<file path="src/hdl/u8u16_pkg.sv">
// shared types, constants and helper functions for the utf-8 to utf-16 decoder
`timescale 1ns / 1ps
package u8u16_pkg;

   localparam int COUNT_BITS = 16;
   localparam logic [COUNT_BITS-1:0] COUNT_MAX = '1;

   localparam int UNIT_W  = 16;
   localparam int TOTAL_W = 16;

   localparam int FIFO_DEPTH = 4;
   localparam int FIFO_AW    = $clog2(FIFO_DEPTH);
   localparam int MAX_PUSH   = 3;

   // result kinds
   localparam logic KIND_UNIT    = 1'b0;
   localparam logic KIND_SUMMARY = 1'b1;

   // utf-8 byte classes and surrogate constants
   localparam logic [7:0]  LEAD2_MASK  = 8'hE0;
   localparam logic [7:0]  LEAD2_CODE  = 8'hC0;
   localparam logic [7:0]  LEAD3_MASK  = 8'hF0;
   localparam logic [7:0]  LEAD3_CODE  = 8'hE0;
   localparam logic [7:0]  LEAD4_MASK  = 8'hF8;
   localparam logic [7:0]  LEAD4_CODE  = 8'hF0;
   localparam logic [7:0]  LEAD5_MASK  = 8'hFC;
   localparam logic [7:0]  LEAD5_CODE  = 8'hF8;
   localparam logic [7:0]  LEAD6_MASK  = 8'hFE;
   localparam logic [7:0]  LEAD6_CODE  = 8'hFC;
   localparam logic [7:0]  CONT_MASK   = 8'hC0;
   localparam logic [7:0]  CONT_CODE   = 8'h80;
   localparam logic [31:0] BMP_LIMIT   = 32'h0001_0000;
   localparam logic [31:0] CODE_LIMIT  = 32'h0011_0000;
   localparam logic [15:0] HI_SURR     = 16'hD800;
   localparam logic [15:0] LO_SURR     = 16'hDC00;

   typedef struct packed {
      logic               kind;
      logic [UNIT_W-1:0]  unit;
      logic [TOTAL_W-1:0] total;
      logic               last;
   } result_type;

   // group of results produced by one accepted byte, valid in slots below count
   typedef struct packed {
      logic [1:0]                  count;
      result_type [MAX_PUSH-1:0]   slot;
   } push_type;

   function automatic logic [COUNT_BITS-1:0] cnt_add(input logic [COUNT_BITS-1:0] c,
                                                     input logic [1:0] k);
      logic [COUNT_BITS:0] s;
      s = {1'b0, c} + (COUNT_BITS+1)'(k);
      if (s > {1'b0, COUNT_MAX}) begin
         return COUNT_MAX;
      end
      return s[COUNT_BITS-1:0];
   endfunction

   function automatic logic [TOTAL_W-1:0] sat_total(input logic [COUNT_BITS-1:0] c);
      if (32'(c) > 32'h0000_FFFF) begin
         return '1;
      end
      return TOTAL_W'(c);
   endfunction

endpackage

</file>
<file path="src/hdl/u8u16_core.sv">
// decode state and per-byte result generation
`timescale 1ns / 1ps
module u8u16_core
   import u8u16_pkg::*;
(
   input  logic       clock,
   input  logic       reset,
   input  logic       accept,
   input  logic [7:0] data_byte,
   input  logic       end_of_source,
   output push_type   push
);

   logic [31:0]           partial_ff, partial_in;
   logic [2:0]            remain_ff, remain_in;
   logic [COUNT_BITS-1:0] count_ff, count_in;
   logic                  ended_ff, ended_in;

   logic [31:0]           shifted;
   logic [19:0]           offset;
   logic [1:0]            emit_n;
   logic [UNIT_W-1:0]     unit_a, unit_b;
   logic [COUNT_BITS-1:0] cnt1, cnt2, cnt_after;
   result_type            res_a, res_b, res_sum;

   always_comb begin
      partial_in = partial_ff;
      remain_in  = remain_ff;
      ended_in   = ended_ff;
      emit_n     = 2'd0;
      unit_a     = '0;
      unit_b     = '0;
      shifted    = {partial_ff[25:0], data_byte[5:0]};
      offset     = 20'(shifted - BMP_LIMIT);

      if (!ended_ff) begin
         if (data_byte == 8'h00) begin
            ended_in   = 1'b1;
            partial_in = '0;
            remain_in  = '0;
         end else if (remain_ff == 3'd0) begin
            if (!data_byte[7]) begin
               emit_n = 2'd1;
               unit_a = UNIT_W'(data_byte);
            end else if ((data_byte & LEAD2_MASK) == LEAD2_CODE) begin
               partial_in = 32'(data_byte[4:0]);
               remain_in  = 3'd1;
            end else if ((data_byte & LEAD3_MASK) == LEAD3_CODE) begin
               partial_in = 32'(data_byte[3:0]);
               remain_in  = 3'd2;
            end else if ((data_byte & LEAD4_MASK) == LEAD4_CODE) begin
               partial_in = 32'(data_byte[2:0]);
               remain_in  = 3'd3;
            end else if ((data_byte & LEAD5_MASK) == LEAD5_CODE) begin
               partial_in = 32'(data_byte[1:0]);
               remain_in  = 3'd4;
            end else if ((data_byte & LEAD6_MASK) == LEAD6_CODE) begin
               partial_in = 32'(data_byte[1:0]);
               remain_in  = 3'd5;
            end else begin
               partial_in = '0;
               remain_in  = '0;
            end
         end else if ((data_byte & CONT_MASK) == CONT_CODE) begin
            partial_in = shifted;
            remain_in  = remain_ff - 3'd1;
            if (remain_ff == 3'd1) begin
               partial_in = '0;
               if (shifted < BMP_LIMIT) begin
                  emit_n = 2'd1;
                  unit_a = shifted[UNIT_W-1:0];
               end else if (shifted < CODE_LIMIT) begin
                  // surrogate pair
                  emit_n = 2'd2;
                  unit_a = HI_SURR + 16'(offset[19:10]);
                  unit_b = LO_SURR + 16'(offset[9:0]);
               end
            end
         end else begin
            partial_in = '0;
            remain_in  = '0;
         end
      end

      cnt1 = cnt_add(count_ff, 2'd1);
      cnt2 = cnt_add(count_ff, 2'd2);
      case (emit_n)
         2'd1:    cnt_after = cnt1;
         2'd2:    cnt_after = cnt2;
         default: cnt_after = count_ff;
      endcase
      count_in = cnt_after;

      res_a   = '{kind: KIND_UNIT, unit: unit_a, total: sat_total(cnt1),
                  last: (emit_n == 2'd1) && !end_of_source};
      res_b   = '{kind: KIND_UNIT, unit: unit_b, total: sat_total(cnt2),
                  last: !end_of_source};
      res_sum = '{kind: KIND_SUMMARY, unit: '0, total: sat_total(cnt_after), last: 1'b1};

      push.slot[0] = res_a;
      push.slot[1] = res_b;
      push.slot[2] = res_sum;
      push.count   = emit_n;
      case (emit_n)
         2'd0:    push.slot[0] = res_sum;
         2'd1:    push.slot[1] = res_sum;
         default: push.slot[2] = res_sum;
      endcase
      if (end_of_source) begin
         push.count = emit_n + 2'd1;
         partial_in = '0;
         remain_in  = '0;
         count_in   = '0;
         ended_in   = 1'b0;
      end
      if (!accept) begin
         push.count = 2'd0;
      end
   end

   always_ff @(posedge clock) begin
      if (reset) begin
         partial_ff <= '0;
         remain_ff  <= '0;
         count_ff   <= '0;
         ended_ff   <= 1'b0;
      end else if (accept) begin
         partial_ff <= partial_in;
         remain_ff  <= remain_in;
         count_ff   <= count_in;
         ended_ff   <= ended_in;
      end
   end

endmodule

</file>
<file path="src/hdl/u8u16_fifo.sv">
// result queue taking up to three results per cycle and giving one per cycle while out_ready is high
`timescale 1ns / 1ps
module u8u16_fifo
   import u8u16_pkg::*;
(
   input  logic       clock,
   input  logic       reset,
   input  push_type   push,
   output logic       space,
   output logic       out_valid,
   input  logic       out_ready,
   output result_type out_item
);

   result_type           mem_ff [FIFO_DEPTH];
   logic [FIFO_AW-1:0]   wr_ff, wr_in;
   logic [FIFO_AW-1:0]   rd_ff, rd_in;
   logic [FIFO_AW:0]     fill_ff, fill_in;
   logic                 pop;

   assign out_valid = (fill_ff != '0);
   assign out_item  = mem_ff[rd_ff];
   assign pop       = out_valid && out_ready;
   // room for a full group of results
   assign space     = (fill_ff <= (FIFO_AW+1)'(FIFO_DEPTH - MAX_PUSH));

   always_comb begin
      wr_in   = wr_ff + FIFO_AW'(push.count);
      rd_in   = rd_ff + FIFO_AW'(pop);
      fill_in = fill_ff + (FIFO_AW+1)'(push.count) - (FIFO_AW+1)'(pop);
   end

   always_ff @(posedge clock) begin
      for (int i = 0; i < MAX_PUSH; i++) begin
         if (i < int'(push.count)) begin
            mem_ff[wr_ff + FIFO_AW'(i)] <= push.slot[i];
         end
      end
   end

   always_ff @(posedge clock) begin
      if (reset) begin
         wr_ff   <= '0;
         rd_ff   <= '0;
         fill_ff <= '0;
      end else begin
         wr_ff   <= wr_in;
         rd_ff   <= rd_in;
         fill_ff <= fill_in;
      end
   end

endmodule

</file>
<file path="src/hdl/utf8_to_utf16_decoder_unit.sv">
// utf-8 to utf-16 decoder: stream top level
// throughput: one byte per cycle while each byte yields at most one result and
// rsp_tready is high; a byte yielding up to three results (surrogate pair plus
// summary) is drained one result per cycle while rsp_tready is high, through a
// four-entry result queue, which sets req_tready
// reset: synchronous, clears decode state, unit count and queue
`timescale 1ns / 1ps
module utf8_to_utf16_decoder_unit
   import u8u16_pkg::*;
(
   input  logic        clock,
   input  logic        reset,
   input  logic        req_tvalid,
   output logic        req_tready,
   input  logic [7:0]  req_tdata,   // [7:0] data_byte
   input  logic        req_tlast,   // end_of_source
   output logic        rsp_tvalid,
   input  logic        rsp_tready,
   output logic [31:0] rsp_tdata,   // [15:0] code_unit, [31:16] unit_total
   output logic        rsp_tuser,   // item_kind
   output logic        rsp_tlast    // last_result
);

   logic       accept;
   push_type   push;
   result_type head;

   assign accept = req_tvalid && req_tready;

   u8u16_core core_i (
      .clock         (clock),
      .reset         (reset),
      .accept        (accept),
      .data_byte     (req_tdata),
      .end_of_source (req_tlast),
      .push          (push)
   );

   u8u16_fifo fifo_i (
      .clock     (clock),
      .reset     (reset),
      .push      (push),
      .space     (req_tready),
      .out_valid (rsp_tvalid),
      .out_ready (rsp_tready),
      .out_item  (head)
   );

   assign rsp_tdata = {head.total, head.unit};
   assign rsp_tuser = head.kind;
   assign rsp_tlast = head.last;

endmodule
</file>
<file path="config.mk">
export PLATFORM = sky130hd
export DESIGN_NAME = utf8_to_utf16_decoder_unit
export DESIGN_NICKNAME = d
export VERILOG_FILES = /design/src/hdl/u8u16_pkg.sv /design/src/hdl/u8u16_core.sv /design/src/hdl/u8u16_fifo.sv /design/src/hdl/utf8_to_utf16_decoder_unit.sv
export SDC_FILE = /design/constraint.sdc
export NUM_CORES = 1
export LEC_CHECK = 0
export CORE_ASPECT_RATIO = 0.6
export CORE_MARGIN = 2
export CORE_UTILIZATION = 60
export CTS_CLUSTER_SIZE = 25
export DETAILED_ROUTE_END_ITERATION = 8
export DONT_BUFFER_PORTS = 1
export GPL_ROUTABILITY_DRIVEN = 0
export HOLD_SLACK_MARGIN = 0.03
export PLACE_DENSITY = 0.76
export SLEW_MARGIN = 20
export SYNTH_ARGS = -nofsm -noshare
export SYNTH_HDL_FRONTEND = slang
export SYNTH_SLANG_ARGS = --single-unit
</file>
<file path="constraint.sdc">
create_clock -name clock -period 5 [get_ports clock]
set_input_delay 0.5 -clock clock [delete_from_list [all_inputs] [get_ports clock]]
set_output_delay 0.5 -clock clock [all_outputs]
set_load 0.005 [all_outputs]
</file>
* Word level (Yosys, flattened, before mapping)
Memory sizes are Yosys's and may differ from the RTL's. A register that Yosys moved wholly into a read port is not among the register bits. Cells that the tools add are included.
Word-level totals: memories 1, RAM bits 136, bits in registers 53, output and inout bits 36
Cells by class: reduce and logical (&&, ||, !) cells 9, $lt $le $gt $ge 8, equal/unequal tests 11, add/sub/neg operators 13, mux-type cells 68
Memory list:
- fifo_i.mem_ff | words 4, bits a word 34, read ports 1, clocked after memory_dff 1, write ports 3, line u8u16_fifo.sv:15 | result_type mem_ff [FIFO_DEPTH];
Operator list (count):
- 16-bit 2-to-1 mux | 19
- 26-bit 2-to-1 mux | 10
- 34-bit 2-to-1 mux | 2
- 17-bit by 16-bit greater-than comparator with 1-bit output (second input constant) | 2
- 3-bit 2-to-1 mux | 11
- 15-bit by 11-bit adder with 16-bit output (first input constant) | 2
- 32-bit by 17-bit less-than comparator with 1-bit output (second input constant) | 1
- 32-bit by 21-bit less-than comparator with 1-bit output (second input constant) | 1
- 16-bit one-hot mux with 2 select lines | 1
- 2-bit 2-to-1 mux | 12
- 20-bit by 17-bit subtractor with 20-bit output (second input constant) | 1
- 16-bit by 1-bit adder with 17-bit output (second input constant) | 1
- 16-bit by 2-bit adder with 17-bit output (second input constant) | 1
- 1-bit 2-to-1 mux | 12
- 8-bit logical NOT | 1
- 7-bit equality test (second input constant) | 1
- 7-bit 2-to-1 mux | 1
- 6-bit equality test (second input constant) | 1
- 5-bit equality test (second input constant) | 1
- 2-bit by 1-bit adder with 2-bit output (second input constant) | 2
- 2-bit equality test (second input constant) | 2
- 4-bit equality test (second input constant) | 1
- 1-bit by 2-bit less-than comparator with 1-bit output (first input constant) | 2
- 4-bit by 3-bit != test with 1-bit output (second input constant) | 1
- 18 further kinds | 20

* Logic depth before layout (Yosys ltp)
depth after elaboration 14, depth in mapped cells 19

* By module
A second synthesis with hierarchy kept.
Second synthesis, totals: cell total of the unflattened synthesis 1449, area total of the unflattened synthesis 12364.4 um^2
By module, submodules not included:
- u8u16_fifo | instances 1, cells an instance 841, area an instance 8185.4 um^2
- u8u16_core | instances 1, cells an instance 607, area an instance 4172.8 um^2
- utf8_to_utf16_decoder_unit | instances 1, cells an instance 1, area an instance 6.3 um^2

* Least setup slack after synthesis
OpenSTA, ideal clock, no wires.
path kind register -> register, from reg core_i.partial_ff[10], to mem fifo_i.mem_ff[1][10] (netlist bit) (enable), arrival 3.571 ns, data required time 4.578 ns, library setup time 0.422 ns, buffers on the path 4, path slack 1.007 ns, cell stages (with the launch flop) 17, cell sequence dfxtp_1 inv_1 ha_1 nor3b_1 xnor2_1 and3_1 buf_2 nand2_1 inv_1 ha_1 clkbuf_1 clkinv_1 nand2_1 a211o_1 buf_2 clkbuf_1 nand3_1
RTL lines:
- start: declaration | line u8u16_core.sv:14 | logic [31:0] partial_ff, partial_in;
- start signal: assignment | line u8u16_core.sv:128 | partial_ff <= partial_in;
- end: declaration | line u8u16_fifo.sv:15

==> results <==
- The flow ran to the end, and the final reports show no timing, DRC or antenna violations.
- Max-cap violations in this run came to 0.
- The fraction of power consumed by sequential logic is 0.419.
- The signal on the critical path passes through inv_1 -> ha_1 -> nor3b_1 -> xnor2_1 -> and3_1 -> nand2_1 -> inv_1 -> ha_1 -> clkinv_1 -> nand2_1 -> nand2_1 -> nand2_1 -> o21ai_4 -> nor3_4 -> inv_1.
- The number of instances in the synthesized netlist is 1293.
- The detailed-route DRC error count is 0.
- The post-DP HPWL is 27500 um.
- In this design, the critical path's most frequently occurring cell is nand2_1.
- The portion of the post-synthesis area used by sequential elements is 0.380.
- Setup slack on the critical path of the routed design comes to 437 ps.
- The proportion of layout cells with a drive suffix above 1 is 0.123.
- Clock latency on the worst-skew pair, taken at its later pin, is 450 ps.
- The primary flip-flop cell chosen by synthesis mapping is dfxtp_1.
- In this run the standard cell core region covers 19000 um2.
- The synthesized design spends more area on one cell type than any other, namely dfxtp_1.
- The number of nets at the end of the flow is 1269.
- The total count of hold-check failures in the final report is 0.
- Of the post-synthesis cell area, the dominant cell type holds 0.215.
- The total power per unit cell area is 376 nW/um2.
- The synthesized design contains 64 enable-type register cells.
- The root buffer cell chosen for the clock tree is clkbuf_16.
- The reg-to-reg setup timing slack is 440 ps.
- The kind of cell adding the most delay to the critical path is simple AND/OR/NAND/NOR gates.
- The net count after synthesis is 1324.
- Detailed routing inserted a total of 11046 vias.
- The clock arrives with 7.35 ps of skew.
- The first-pass iteration count of the detailed router is 7.
- The number of port buffers is 0.
- The kind of capture point of the worst setup path is a register.
- The internal power consumption is 0.00306 W.
- The number of setup buffers added after CTS is 0.
- Headroom to the max-slew limit came out at 0.234.
- The number of inserted diodes is 0.
- The signal arrival time at the worst endpoint is 4630 ps.
- The first-pass GRT wire length is 59500 um.
- The worst setup path is launched from a register.
- The critical path is of the register to register type.
- The path class of the lowest-slack min-delay path is input pin to register.
- The count of pins on the block boundary is 49.
- At the pin with the least slew margin, the transition time is 1150 ps.
- The synthesized design contains 189 register bits.
- The leakage power total is 4.15 nW.
- In the post-synthesis netlist, the cell with the most instances is nand2_1.
- The remaining global-route overflow is 0.
- Among all stages on the critical path, the largest delay is contributed by nor3_4.
- For this run, the slowest stage of the critical path takes 610 ps.
- By count the netlist is led by nand2_1 (154), dfxtp_1 (125), a21oi_1 (97), nor2_1 (92).
- The sum of negative setup slack is 0 ps.
- The number of buffers on the longest clock path is 2.
- The max-slew violation count came to 0.
- The floorplan die area is 20600 um2.
- In this run the worst path has a maximum fanout of 17.
- Averaged over all synthesized cells, the footprint is 9.01 um2.
- Clock tree synthesis inserted a total of 17 buffers.
- The pin count of the biggest net entering global routing is 54.
- The number of buffers and inverters on the critical path is 4.
- The H-tree generated during clock tree synthesis spans 4 levels.
- The synthesized netlist occupies a cell area of 11700 um2.
- Sorting the synthesized cells by area gives the leading types as dfxtp_1 (21%), edfxtp_1 (16%), mux4_2 (6.6%), nand2_1 (5.0%), a21oi_1 (4.2%).
- Compared with the post-synthesis result, the final layout area differs by 5.85%.
- The number of clock sinks is 189.
- Dividing the detail-routed wire length by the instance count gives 26.4 um.
- Setup repair after global routing left no endpoint under its margin.
- The number of global-route vias before repair is 9766.
- The number of antenna violations at the first check in global routing was 2.
- The clock tree from TritonCTS is done.
- Across every metal layer, demand over resource in global routing totals 0.387.
- The die is 184 um wide.
- In this run the remaining antenna-violating nets after routing total 0.
- The share of total power dissipated in the clock network is 0.304.
- For this block, the routed nets add up to 39500 um of wire.
- The number of standard-cell rows in the floorplan is 39.
- Subtracting the final worst setup slack from the clock period gives 4560 ps.
- The worst slack at placement is 381 ps.
- The total setup violations reported at the end of the flow is 0.
- The die height is 112 um.
- In this run, the number of DRC markers left after iteration 0 of detailed routing was 1870.
- IR analysis of the VDD net gives a maximum drop of 0.000395 V.
- Of the total power, the share spent switching nets is 0.339.
- After clock tree synthesis, the clock-pin slew on the worst setup and hold paths is 70 ps.
- The synthesis warning total is 0.
- Using the TritonRoute via totals, the vias-per-cell ratio works out to 7.38.
- Summed over all nets, the switching power comes to 0.00157 W.
- The combinational cell fraction of total power is 0.277.
- The proportion of register bits with asynchronous set or reset after synthesis is 0.
- For the worst setup path, the data required time is 5060 ps.
- Dividing the final minimum period by the clock period gives 0.913.
- The initial utilization of the core area, before any placement, comes to 0.612.
- The distinct cell type count after synthesis is 94.
- The maximum operating frequency is 219 MHz.
[routing by layer]
| metal | vias to the layer above | global-route usage | routed length (um) |
|---|---|---|---|
| li1 | 4774 | - | - |
| met2 | 975 | 0.464 | 14500 |
| met3 | 109 | 0.208 | 7720 |
| met5 | - | 0.0447 | 106 |
| met1 | 5182 | 0.580 | 16400 |
| met4 | 6 | 0.101 | 891 |
[stage by stage]
step	area, um2	utilization	hold slack, ps	power, W	instances
final	12300	0.648	114	0.00463	1497
after global routing	12300	0.648	104	0.00480	1497
after CTS	12300	0.648	104	0.00460	1497
after detailed placement	11700	0.617	429	0.00321	1465
after global placement	11700	0.616	429	0.00318	1465
after floorplan	11700	-	410	0.00288	1293
[layout make-up]
class,count,area (um2)
clock buffer,20,447
clock inverter,12,146
fill,1545,6700
inverter,35,133
multi-input combinational,964,6630
sequential,189,4430
tap,246,308
timing repair buffer,31,245
[logic make-up after synthesis]
family                     share of synthesized area
AOI/OAI and AO/OA                              0.249
xor gates and xnor gates                      0.0224
adders and majority gates                     0.0200
buffers and inverters                         0.0533
DFF                                            0.380
muxes                                         0.0856
and+or+nand+nor                                0.190
[layout by cell type (no fill, tap or decap), types with 6 or more instances in the layout]
master     instances
nand2b_1           9
mux4_2            34
nor4_1            13
and3_1            11
a21o_1            13
o22ai_1            8
ha_1              17
a211oi_1          13
nor2b_1           12
nand3_1           55
nor3_1            24
a22o_1             9
a31oi_1           18
a21oi_1           97
a221o_1           10
edfxtp_1          64
o221ai_1          21
nand2_1          154
a2bb2oi_1         10
o21a_1            10
o221a_2            7
inv_1             32
xnor2_1           23
buf_4             30
o21ai_1           16
nor2_1            92
nand4_1           15
and2_1             9
a32oi_1           11
a22oi_1           45
mux2i_1           22
o21ai_0           64
o211ai_1          22
a21oi_2            6
clkbuf_16         17
dfxtp_1          123
nor4_2             7
[flip-flops by register name, summed over array words and instances (netlist names)]
register           count
fifo_i.rd_ff           2
core_i.ended_ff        1
fifo_i.fill_ff         3
fifo_i.wr_ff           2
fifo_i.mem_ff        136
core_i.partial_ff     26
core_i.remain_ff       3
core_i.count_ff       16
[power by group through the flow]
stage	registers [W]	logic (W)	clock network, W
2_1_floorplan	0.00189	0.000988	0
3_3_place_gp	0.00196	0.00122	0
3_5_place_dp	0.00197	0.00124	0
4_1_cts	0.00194	0.00125	0.00141
5_1_grt	0.00196	0.00137	0.00147
6_report	0.00194	0.00129	0.00141
[timing repair]
| action | CTS | global route |
|---|---|---|
| hold buffers | 0 | 0 |
| endpoints found under the setup margin | 0 | 16 |
| resized for setup | 0 | 1 |
[path summary, 6_finish.rpt]
check / cells after the start / endpoint / startpoint
worst min register to register: 2 / fifo_i.mem_ff[2][22] / fifo_i.mem_ff[2][22]
worst max-delay path: 15 / fifo_i.mem_ff[3][6] / core_i.partial_ff[10]
worst max register to register: 15 / fifo_i.mem_ff[3][6] / core_i.partial_ff[10]
worst min-delay path: 1 / fifo_i.fill_ff[0] / reset
No activity file was read; power rests on OpenSTA's default activity.
